`src/sabtb_pkg.sv`:
```
`default_nettype none

package sabtb_pkg;

   localparam int DEFAULT_SETS      = 64;
   localparam int DEFAULT_WAYS      = 4;
   localparam int DEFAULT_TAG_WIDTH = 16;

   localparam int ADDR_W  = 64;
   localparam int FUNC_W  = 16;
   localparam int COUNT_W = 8;
   localparam int RET_W   = 8;

   // Address bits folded into the set remainder per cycle when SETS is not a power of two.
   localparam int DIGIT_W = 8;

   typedef enum logic {
      ACTION_LOOKUP,
      ACTION_UPDATE
   } action_type;

   typedef enum logic {
      KIND_BR,
      KIND_CALL
   } kind_type;

   typedef enum logic [1:0] {
      STATUS_MISS,
      STATUS_HIT,
      STATUS_REFRESH,
      STATUS_INSTALL
   } status_type;

   typedef enum logic [1:0] {
      ST_CLEAR,
      ST_IDLE,
      ST_INDEX,
      ST_APPLY
   } state_type;

   typedef struct packed {
      action_type         action;
      logic [ADDR_W-1:0]  address;
      kind_type           kind;
      logic [FUNC_W-1:0]  func_id;
      logic [COUNT_W-1:0] arg_count;
      logic [RET_W-1:0]   ret_type_code;
      logic [ADDR_W-1:0]  new_target;
   } req_type;

   typedef struct packed {
      status_type        status;
      logic [ADDR_W-1:0] target_out;
   } rsp_type;

   typedef struct packed {
      logic [ADDR_W-1:0]  target;
      kind_type           kind;
      logic [FUNC_W-1:0]  func_id;
      logic [COUNT_W-1:0] arg_count;
      logic [RET_W-1:0]   ret_type;
   } pay_type;

endpackage

`default_nettype wire

```
`src/sabtb_set_update.sv`:
```
`default_nettype none

module sabtb_set_update #(
   parameter int WAYS      = sabtb_pkg::DEFAULT_WAYS,
   parameter int TAG_WIDTH = sabtb_pkg::DEFAULT_TAG_WIDTH,
   parameter int CTL_W     = 21
) (
   input  wire sabtb_pkg::req_type                  req_i,
   input  wire logic [((TAG_WIDTH > 0) ? TAG_WIDTH : 1)-1:0] tag_i,
   input  wire logic [WAYS-1:0][CTL_W-1:0]         ctl_row_i,
   input  wire sabtb_pkg::pay_type [WAYS-1:0]      pay_row_i,
   output logic [WAYS-1:0][CTL_W-1:0]              ctl_row_o,
   output sabtb_pkg::pay_type [WAYS-1:0]           pay_row_o,
   output sabtb_pkg::status_type                   status_o,
   output logic [sabtb_pkg::ADDR_W-1:0]            target_o
);

   import sabtb_pkg::*;

   localparam int TAG_W = (TAG_WIDTH > 0) ? TAG_WIDTH : 1;
   localparam int AGE_W = (WAYS > 1) ? $clog2(WAYS) : 1;
   localparam int WAY_W = (WAYS > 1) ? $clog2(WAYS) : 1;
   localparam logic [AGE_W-1:0] AGE_MAX = AGE_W'(WAYS - 1);

   typedef struct packed {
      logic             valid;
      logic [TAG_W-1:0] tag;
      logic [AGE_W-1:0] age;
   } ctl_way_type;

   ctl_way_type       cur [WAYS];
   logic [WAYS-1:0]   lk_match;
   logic [WAYS-1:0]   tg_match;
   logic [WAYS-1:0]   oldest;
   logic [WAY_W-1:0]  lk_sel, tg_sel, old_sel, sel;
   logic              is_update, lk_any, tg_any, install, touch;
   logic [AGE_W-1:0]  thr;
   pay_type           fresh;

   always_comb begin
      for (int w = 0; w < WAYS; w++) begin
         cur[w]      = ctl_way_type'(ctl_row_i[w]);
         tg_match[w] = cur[w].valid && (cur[w].tag == tag_i);
         if (req_i.kind == KIND_CALL) begin
            lk_match[w] = tg_match[w] && (pay_row_i[w].kind == req_i.kind)
                          && (pay_row_i[w].arg_count == req_i.arg_count)
                          && (pay_row_i[w].ret_type == req_i.ret_type_code);
         end else begin
            lk_match[w] = tg_match[w] && (pay_row_i[w].kind == req_i.kind)
                          && (pay_row_i[w].func_id == req_i.func_id);
         end
         oldest[w] = (cur[w].age == AGE_MAX);
      end
   end

   // Lowest-numbered way wins in each case.
   always_comb begin
      lk_sel  = '0;
      tg_sel  = '0;
      old_sel = '0;
      for (int w = WAYS - 1; w >= 0; w--) begin
         if (lk_match[w]) begin
            lk_sel = WAY_W'(w);
         end
         if (tg_match[w]) begin
            tg_sel = WAY_W'(w);
         end
         if (oldest[w]) begin
            old_sel = WAY_W'(w);
         end
      end
   end

   // The ages of a set always include one at the oldest value, so the victim is that way.
   always_comb begin
      is_update = (req_i.action == ACTION_UPDATE);
      lk_any    = |lk_match;
      tg_any    = |tg_match;
      install   = is_update && !tg_any;
      touch     = is_update || lk_any;
      if (!is_update) begin
         sel = lk_sel;
      end else if (tg_any) begin
         sel = tg_sel;
      end else begin
         sel = old_sel;
      end
      thr = install ? AGE_MAX : cur[sel].age;

      fresh.target    = req_i.new_target;
      fresh.kind      = req_i.kind;
      fresh.func_id   = req_i.func_id;
      fresh.arg_count = req_i.arg_count;
      fresh.ret_type  = req_i.ret_type_code;
   end

   always_comb begin
      ctl_way_type nxt;
      nxt = '0;
      for (int w = 0; w < WAYS; w++) begin
         nxt = cur[w];
         if (touch && (cur[w].age < thr)) begin
            nxt.age = cur[w].age + AGE_W'(1);
         end
         if (touch && (WAY_W'(w) == sel)) begin
            nxt.age = '0;
            if (install) begin
               nxt.valid = 1'b1;
               nxt.tag   = tag_i;
            end
         end
         ctl_row_o[w] = nxt;
         if (is_update && (WAY_W'(w) == sel)) begin
            pay_row_o[w] = fresh;
         end else begin
            pay_row_o[w] = pay_row_i[w];
         end
      end
   end

   always_comb begin
      if (!is_update) begin
         status_o = lk_any ? STATUS_HIT : STATUS_MISS;
      end else begin
         status_o = tg_any ? STATUS_REFRESH : STATUS_INSTALL;
      end
      if (!is_update && lk_any) begin
         target_o = pay_row_i[sel].target;
      end else begin
         target_o = '0;
      end
   end

endmodule

`default_nettype wire

```
`config.mk`:
```
export PLATFORM = sky130hd
export DESIGN_NAME = sabtb_set_update
export DESIGN_NICKNAME = d
export VERILOG_FILES = /design/src/sabtb_pkg.sv /design/src/sabtb_set_update.sv
export SDC_FILE = /design/constraint.sdc
export NUM_CORES = 1
export LEC_CHECK = 0
export BUFFER_PORTS_ARGS = -buffer_cell sky130_fd_sc_hd__buf_4
export CORE_AREA = 4 4 460 462
export DETAILED_ROUTE_END_ITERATION = 6
export DIE_AREA = 0 0 464 466
export GPL_TIMING_DRIVEN = 0
export PLACE_DENSITY_LB_ADDON = 0.05
export SYNTH_ARGS = -nofsm -noshare
export SYNTH_HDL_FRONTEND = slang
export SYNTH_SLANG_ARGS = --single-unit
```
`constraint.sdc`:
```
create_clock -name vclk -period 5.7
set_input_delay 0.57 -clock vclk [all_inputs]
set_output_delay 0.57 -clock vclk [all_outputs]
set_load 0.02 [all_outputs]
```
==> results of run 1 <==
## path summary, 6_finish.rpt
check,end,slack [ps],depth (start not counted)
min,ctl_row_o[39],1450,3
max,pay_row_o[373],240,15
## layer usage
metal / share of wire [%] / GRT usage [%] / vias to the layer above
li1: - / - / 6879
met1: 36 / 14.8 / 7647
met2: 54 / 28.3 / 790
met3: 8.8 / 5.40 / 106
met4: 0.29 / 0 / 42
met5: 0.18 / 0 / -
## synthesized netlist by cell type (6+ instances only)
cell and count:
a21oi_1 7, buf_6 6, a211oi_1 70, clkbuf_1 21, nor2_1 75, nor4_1 29, xnor2_1 90, mux2i_1 65
nand4_1 20, o2111ai_1 6, o21ai_0 23, xor2_1 105, mux2_2 481, buf_2 95, mux2_4 18, nand2_1 50
nor3_1 14, nand3_1 15, inv_1 9, buf_4 21
## worst min-delay path: cells and delay by family
kind | cells | cell delay (ps)
buffers and inverters | 2 | 220
and+or+nand+nor | 1 | 90
## where the power goes
group | leakage, nW | internal, W | switching (W)
combinational | 9.54 | 0.000960 | 0.00128
sequential | 0 | 0 | 0
clock | 0.0000522 | 0.000000000150 | 0
## area by class of cell
cell class	instances	area, µm²	share of cell area [%]
Multi-Input combinational cell	1137	10500	45.7
Timing Repair Buffer	1067	8070	35.2
Tap cell	2788	3490	15.2
Buffer	147	841	3.67
Inverter	9	33.8	0.147
Antenna cell	9	22.5	0.0982
## cell families (layout without fill, tap and decap cells)
| logic type | Yosys count | in the layout | share of synthesized area (%) |
|---|---|---|---|
| xor gates and xnor gates | 195 | 195 | 15.5 |
| muxes | 564 | 564 | 57.3 |
| buffers and inverters | 156 | 1223 | 7.49 |
| adders and majority gates | 4 | 4 | 0.453 |
| AOI/OAI and AO/OA | 135 | 135 | 8.80 |
| other | 1 | 17 | 0.0339 |
| and+or+nand+nor | 231 | 231 | 10.4 |
## stage by stage
step	total power, W	cells	area [µm²]
6_report	0.00224	5157	22900
5_1_grt	0.00239	5148	22900
4_1_cts	0.00231	5148	22900
3_5_place_dp	0.00228	5141	22600
3_3_place_gp	0.00230	5140	22500
2_1_floorplan	0.00100	1293	11100
## timing repair
action	4_1_cts	5_1_grt
setup endpoints to repair	529	0
setup buffers	7	0
hold endpoints to repair	0	0
resized for setup	56	0
==> reports/summary.txt, run 1 <==
Final Max Tran Viols: 0
Die H: 466 µm
Setup TNS: 0 ps
FFs & Latches: 0
Synthesized cell area: 0.0111 mm²
Synth Instances: 1286
Storage cell area: 0 µm²
Status: complete, no violations
CP endpoint kind: output port
Share of layout cells above drive strength 1: 73.4%
Post-Syn Area per Cell: 8.59 µm²
Least-Margin Pin Slew: 917 ps
Vias in the first global route: 17316
Kind of critical path: in -> out
Synth unique cells: 54
RSZ-0062 raised after global routing: no
Grt ovf: 0
Cell Pwr Density: 97.5 mW/mm²
Initial antenna violation count: 66
Starting density of the core: 5.34%
Fillers: 24100
Commonest cells after routing, fill and taps aside: buf_4 (1086), mux2_2 (481), xor2_1 (105), buf_2 (90), xnor2_1 (89)
Worst-path fanout max: 10
Setup slack after layout: 242 ps
Critical Path Start Type: primary input
Hold Path Class: in -> out
Post-synthesis sequential area ratio: 0%
Vias: 15464
Top delay family on crit path: simple AND/OR/NAND/NOR gates
Maxcap violations: 0
Area fraction of the dominant cell type after synthesis: 49.0%
Gpl congestion: 0.819
Fmax: 183 MHz
Nets@finish: 3016
Row Count: 167
Worst Path Buf+Inv: 6
Most common cell on crit path: buf_4
DR iter-0 viols: 393
First drt pass iteration count: 4
Peak VDD IR: 0.0246 mV
Cell taking the most area after synthesis: mux2_2
Final Critical Period: 5460 ps
Hold WS: 1450 ps
Vias per cell: 3.00
Min-Delay Startpoint: ctl_row_i[39]
Routed Wire Length: 163 mm
First-pass GRT wire length: 204 mm
Area delta synth->final: 108%
I/O pins: 1188
Hold_buf cts: 0
Commonest non-fill, non-tap cell in the layout: buf_4
Final hold vios: 0
Core box area: 0.207 mm²
Synth warn: 0
Crit share post-route: 95.8%
Layout Utilization: 11.1%
Crit path launch: req_i[71]
Slowest stage cell, crit path: nor3_1
Cell chain of the critical path: buf_2, xor2_1, nor3_2, nand4_1, nor3_1, o211ai_1, buf_4, and2_1, a21o_1, buf_6, nand2_4, buf_4, buf_2, mux2_2, buf_4
Largest net degree at the start of global routing: 11
Hpwl dp: 146 mm
Leakage: 9.54 nW
Crit path required time: 5130 ps
# setup viols final: 0
Max-Slew Margin vs Limit: 38.9%
PortBufs: 1059
DR WL/cell: 31.6 µm
DP Worst Slack: -2270 ps
Die area: 0.216 mm²
Crit-path max cell delay: 540 ps
Post-route ant nets: 0
DRC: 0
Die X: 464 µm
GRT Total Usage: 14.2%
# clk buffers: 0
Largest cells by area after synthesis: mux2_2 (49%), xor2_1 (8.3%), xnor2_1 (7.1%)
Worst endpoint data arrival time: 4890 ps
Power figures use the tool's default switching activity.
==> run 2, diff against run 1 <==
==> constraint.sdc (replaced) <==
create_clock -name vclk -period 6.5
set_input_delay 0.65 -clock vclk [all_inputs]
set_output_delay 0.65 -clock vclk [all_outputs]
set_load 0.02 [all_outputs]
==> reports/summary.txt, run 2 (same netlist as run 1, synthesis figures left out) <==
Gpl congestion: 0.819 (unchanged)
Die X: 464 µm (unchanged)
Hold path endpoint: ctl_row_o[39]
GRT Total Usage: 14.2% (about the same)
DR WL/cell: 31.5 µm (about the same)
Die H: 466 µm (unchanged)
# setup viols final: 0 (unchanged)
DRC: 0 (unchanged)
Leakage: 9.49 nW (-0.52%)
CP endpoint kind: output port
FFs & Latches: 0 (unchanged)
Hpwl dp: 146 mm (unchanged)
Initial antenna violation count: 65 (-1.5%)
Post-route ant nets: 0 (unchanged)
Commonest cells after routing, fill and taps aside: buf_4 (1087), mux2_2 (481), xor2_1 (105), buf_2 (92), xnor2_1 (89)
Cell Area, Placed: 0.0226 mm² (unchanged)
Core box area: 0.207 mm² (unchanged)
Final hold vios: 0 (unchanged)
Final Max Tran Viols: 0 (unchanged)
Setup TNS: 0 ps (unchanged)
Peak VDD IR: 0.0215 mV (-12%)
Status: complete, no violations
Critical Path Start Type: primary input
Worst endpoint data arrival time: 5450 ps (+560 ps)
Nets@finish: 3014 (-0.066%)
Row Count: 167 (unchanged)
Max-Slew Margin vs Limit: 26.2% (-13 points)
DR iter-0 viols: 399 (+1.5%)
Routed Wire Length: 163 mm (about the same)
Largest net degree at the start of global routing: 11 (unchanged)
Starting density of the core: 5.34% (unchanged)
Vias in the first global route: 17303 (-0.075%)
First-pass GRT wire length: 204 mm (about the same)
Kind of critical path: in -> out
Vias per cell: 2.98 (-0.67%)
Area delta synth->final: 106%
Crit path required time: 5850 ps (+720 ps)
PortBufs: 1059 (unchanged)
Area occupied by multi-input gates: 0.0104 mm² (-0.78%)
Cell Pwr Density: 85.7 mW/mm² (-12%)
Layout Utilization: 11.0% (-0.064 points)
Share of layout cells above drive strength 1: 73.0% (-0.45 points)
Worst-path fanout max: 10 (unchanged)
Hold path cells: 3 (unchanged)
Hold Path Class: in -> out
Final Critical Period: 6100 ps
Hold WS: 1610 ps (+161 ps)
Grt ovf: 0 (unchanged)
Maxcap violations: 0 (unchanged)
I/O pins: 1188 (unchanged)
RSZ-0062 raised after global routing: no
First drt pass iteration count: 4 (unchanged)
Vias: 15361 (-0.67%)
Commonest non-fill, non-tap cell in the layout: buf_4
Least-Margin Pin Slew: 1110 ps (+191 ps)
Post-route cell area: 0.0228 mm² (-0.58%)
Fmax: 164 MHz
Storage cell area: 0 µm² (unchanged)
Crit share post-route: 93.8%
Fillers: 24120 (+0.083%)
Min-Delay Startpoint: ctl_row_i[39]
Die area: 0.216 mm² (unchanged)
# clk buffers: 0 (unchanged)
## run 2: cell types whose count changed in the layout (fill, tap and decap cells not counted), moves of 2 or more
cell / delta
nand3_1: +2
diode_2: +2
a211oi_1: +4
buf_6: -4
buf_2: +2
a211oi_2: -3
## run 2: area by class of cell
class / instances / area share, %
repair buffers: 1065 / 35.3
plain buffers: 147 / 3.56
well taps: 2788 / 15.3
diodes: 11 / 0.121
inverters: 9 / 0.148
multi-input cells: 1137 / 45.6
## run 2: report_power, final
group	leakage, nW	switching [W]	internal, W
Clock	0.0000649	0	0.000000000215
Combinational	9.49	0.00111	0.000840
Sequential	0	0	0
## run 2: how the worst max path moves through the flow
stage	from	end	slack, ps
6_report	req_i[65]	target_o[7]	400
3_3_place_gp	req_i[66]	pay_row_o[281]	-1890
5_1_grt	req_i[65]	target_o[12]	9
3_5_place_dp	req_i[66]	pay_row_o[382]	-1630
4_1_cts	req_i[70]	pay_row_o[382]	7
2_1_floorplan	tag_i[4]	ctl_row_o[22]	2370
## run 2: critical path: stages
cell and delay (ps):
buf_2 190, xnor2_2 370, nand4_1 280, nor4_2 730
nand3_1 370, a211o_1 460, o2111a_1 230, nor2_4 400
buf_16 200, buf_2 430, mux2_2 250, nor2_1 40
a211oi_1 520, buf_4 280
## run 2: stage by stage
| stage | setup WS, ps | total power [W] | instances |
|---|---|---|---|
| after floorplan | 2370 | 0.000881 | 1293 |
| after global placement | -1890 | 0.00202 | 5140 |
| after detailed placement | -1630 | 0.00200 | 5141 |
| after CTS | 6.73 | 0.00202 | 5146 |
| after global routing | 8.76 | 0.00209 | 5146 |
| final | 401 | 0.00195 | 5157 |
## run 2: what timing repair did
action / in CTS / in global routing
gates cloned: 0 / 0
buffers inserted: 5 / 0
endpoints found under the setup margin: 489 / 8
pin swaps: 1 / 0
hold buffers: 0 / 0
resized for setup: 32 / 2
## run 2: metal layers
metal,part of all wire [%],track usage [%]
met1,36,14.7
met2,54,28.3
met3,8.9,5.38
met4,0.35,0
met5,0.17,0
==> run 3, diff against run 2 <==
--- a/config.mk
+++ b/config.mk
@@ -11,6 +11,7 @@
 export DIE_AREA = 0 0 464 466
 export GPL_TIMING_DRIVEN = 0
 export PLACE_DENSITY_LB_ADDON = 0.05
+export RECOVER_POWER = 100
 export SYNTH_ARGS = -nofsm -noshare
 export SYNTH_HDL_FRONTEND = slang
 export SYNTH_SLANG_ARGS = --single-unit
==> reports/summary.txt, run 3 (same netlist as run 1, synthesis figures left out) <==
RSZ-0062 raised after global routing: no
Die X: 464 µm (unchanged)
Hold WS: 1610 ps (+0.390 ps)
Row Count: 167 (unchanged)
Storage cell area: 0 µm² (unchanged)
Crit path required time: 5850 ps (about the same)
Cell chain of the critical path: buf_2, xnor2_2, nand4_1, nor4_2, nand3_1, a211o_1, o2111ai_1, nand2_1, buf_4, nor2_2, nand2_4, buf_4, clkbuf_2, mux2_2, buf_4
DR WL/cell: 31.5 µm (about the same)
Commonest cells after routing, fill and taps aside: buf_4 (703), mux2_2 (416), clkbuf_1 (320), xor2_1 (105), clkbuf_2 (100)
Cell Pwr Density: 84.7 mW/mm² (-1.2%)
# setup viols final: 0 (unchanged)
FFs & Latches: 0 (unchanged)
Worst-path fanout max: 10 (unchanged)
Core box area: 0.207 mm² (unchanged)
Vias: 15402 (+0.27%)
Hold Path Class: in -> out
Crit share post-route: 95.9% (+2.0 points)
Initial antenna violation count: 65 (unchanged)
Share of layout cells above drive strength 1: 56.8% (-16 points)
Vias in the first global route: 17303 (unchanged)
I/O pins: 1188 (unchanged)
Final non-filler cell total: 5154 (-0.058%)
Largest net degree at the start of global routing: 11 (unchanged)
Setup slack after layout: 269 ps (-132 ps)
First-pass GRT wire length: 204 mm (unchanged)
Hpwl dp: 146 mm (unchanged)
Setup TNS: 0 ps (unchanged)
Worst endpoint data arrival time: 5580 ps (+130 ps)
Die H: 466 µm (unchanged)
Vias per cell: 2.99 (+0.33%)
Area delta synth->final: 93.6%
Routed Wire Length: 163 mm (-0.11%)
Hold path cells: 3 (unchanged)
Crit-path max cell delay: 720 ps (about the same)
Commonest non-fill, non-tap cell in the layout: buf_4
Slowest stage cell, crit path: nor4_2
Most common cell on crit path: buf_4
Fmax: 160 MHz (-2.1%)
Final hold vios: 0 (unchanged)
First drt pass iteration count: 4 (unchanged)
Gpl congestion: 0.819 (unchanged)
Area occupied by multi-input gates: 0.0103 mm² (-0.65%)
Status: complete, no violations
Hold_buf cts: 0 (unchanged)
Hold path endpoint: ctl_row_o[39]
Worst Path Buf+Inv: 5 (+1)
Grt ovf: 0 (unchanged)
Post-route ant nets: 0 (unchanged)
DRC: 0 (unchanged)
Nets@finish: 3014 (unchanged)
Leakage: 8.29 nW (-13%)
Least-Margin Pin Slew: 1120 ps (+8.72 ps)
GRT Total Usage: 14.2% (unchanged)
Min-Delay Startpoint: ctl_row_i[39]
# clk buffers: 0 (unchanged)
Die area: 0.216 mm² (unchanged)
Top delay family on crit path: simple AND/OR/NAND/NOR gates
Fillers: 24399 (+1.2%)
DP Worst Slack: -1630 ps (unchanged)
Maxcap violations: 0 (unchanged)
Max-Slew Margin vs Limit: 25.6% (-0.58 points)
Starting density of the core: 5.34% (unchanged)
Critical Path Start Type: primary input
DR iter-0 viols: 418 (+4.8%)
Kind of critical path: in -> out
Dpl cells: 5141 (unchanged)
Final Max Tran Viols: 0 (unchanged)
Final Critical Period: 6230 ps (+132 ps)
CP endpoint kind: output port
Peak VDD IR: 0.0186 mV (-14%)
PortBufs: 1059 (unchanged)
-- run 3: cell count changes in the layout (fill, tap and decap cells not counted), moves of 7 or more --
cell,delta
clkbuf_4,+7
buf_2,-18
clkbuf_2,+95
buf_4,-384
mux2_4,-8
mux2_1,+73
mux2_2,-65
clkbuf_1,+304
-- run 3: cell type report --
cell class         instances  area share (%)
inverters                  9           0.158
multi-input cells       1137            48.3
plain buffers            147            3.60
repair buffers          1065            31.5
diodes                     8          0.0936
well taps               2788            16.3
-- run 3: per-stage QoR --
step	util, %	power (W)	instance area, µm²
2_1_floorplan	-	0.000881	11100
3_3_place_gp	10.9	0.00202	22500
3_5_place_dp	10.9	0.00200	22600
4_1_cts	11.0	0.00202	22800
5_1_grt	10.3	0.00195	21400
6_report	10.3	0.00181	21400
-- run 3: worst min-delay path, stage by stage --
cell,delay (ps)
buf_4,90
nand2b_1,90
buf_4,130
-- run 3: what timing repair did --
item                                    CTS  global route
resized for setup                        32             2
endpoints found under the setup margin  489             8
buffers inserted                          5             0
pin swaps                                 1             0
gates cloned                              0             0
-- run 3: worst max-delay path by stage --
stage | startpoint | endpoint | cells after the start
detailed placement | req_i[66] | pay_row_o[382] | 14
CTS | req_i[70] | pay_row_o[382] | 14
global placement | req_i[66] | pay_row_o[281] | 14
global route | req_i[65] | pay_row_o[170] | 15
floorplan | tag_i[4] | ctl_row_o[22] | 12
finish | req_i[65] | pay_row_o[178] | 15
-- run 3: power by group --
part | internal (W) | switching (W) | total, W
logic | 0.000706 | 0.00111 | 0.00181
registers | 0 | 0 | 0
clock network | 0.0000000000502 | 0 | 0.0000000000502
total | 0.000706 | 0.00111 | 0.00181
-- run 3: per-layer routing --
layer  wire length (µm)  global-route usage [%]  up-vias  share of wire (%)
met4                716                       0       44               0.44
li1                   -                       -     6884                  -
met3              14300                    5.38      112                8.8
met5                312                       0        -               0.19
met1              58900                    14.7     7590                 36
met2              88300                    28.3      772                 54
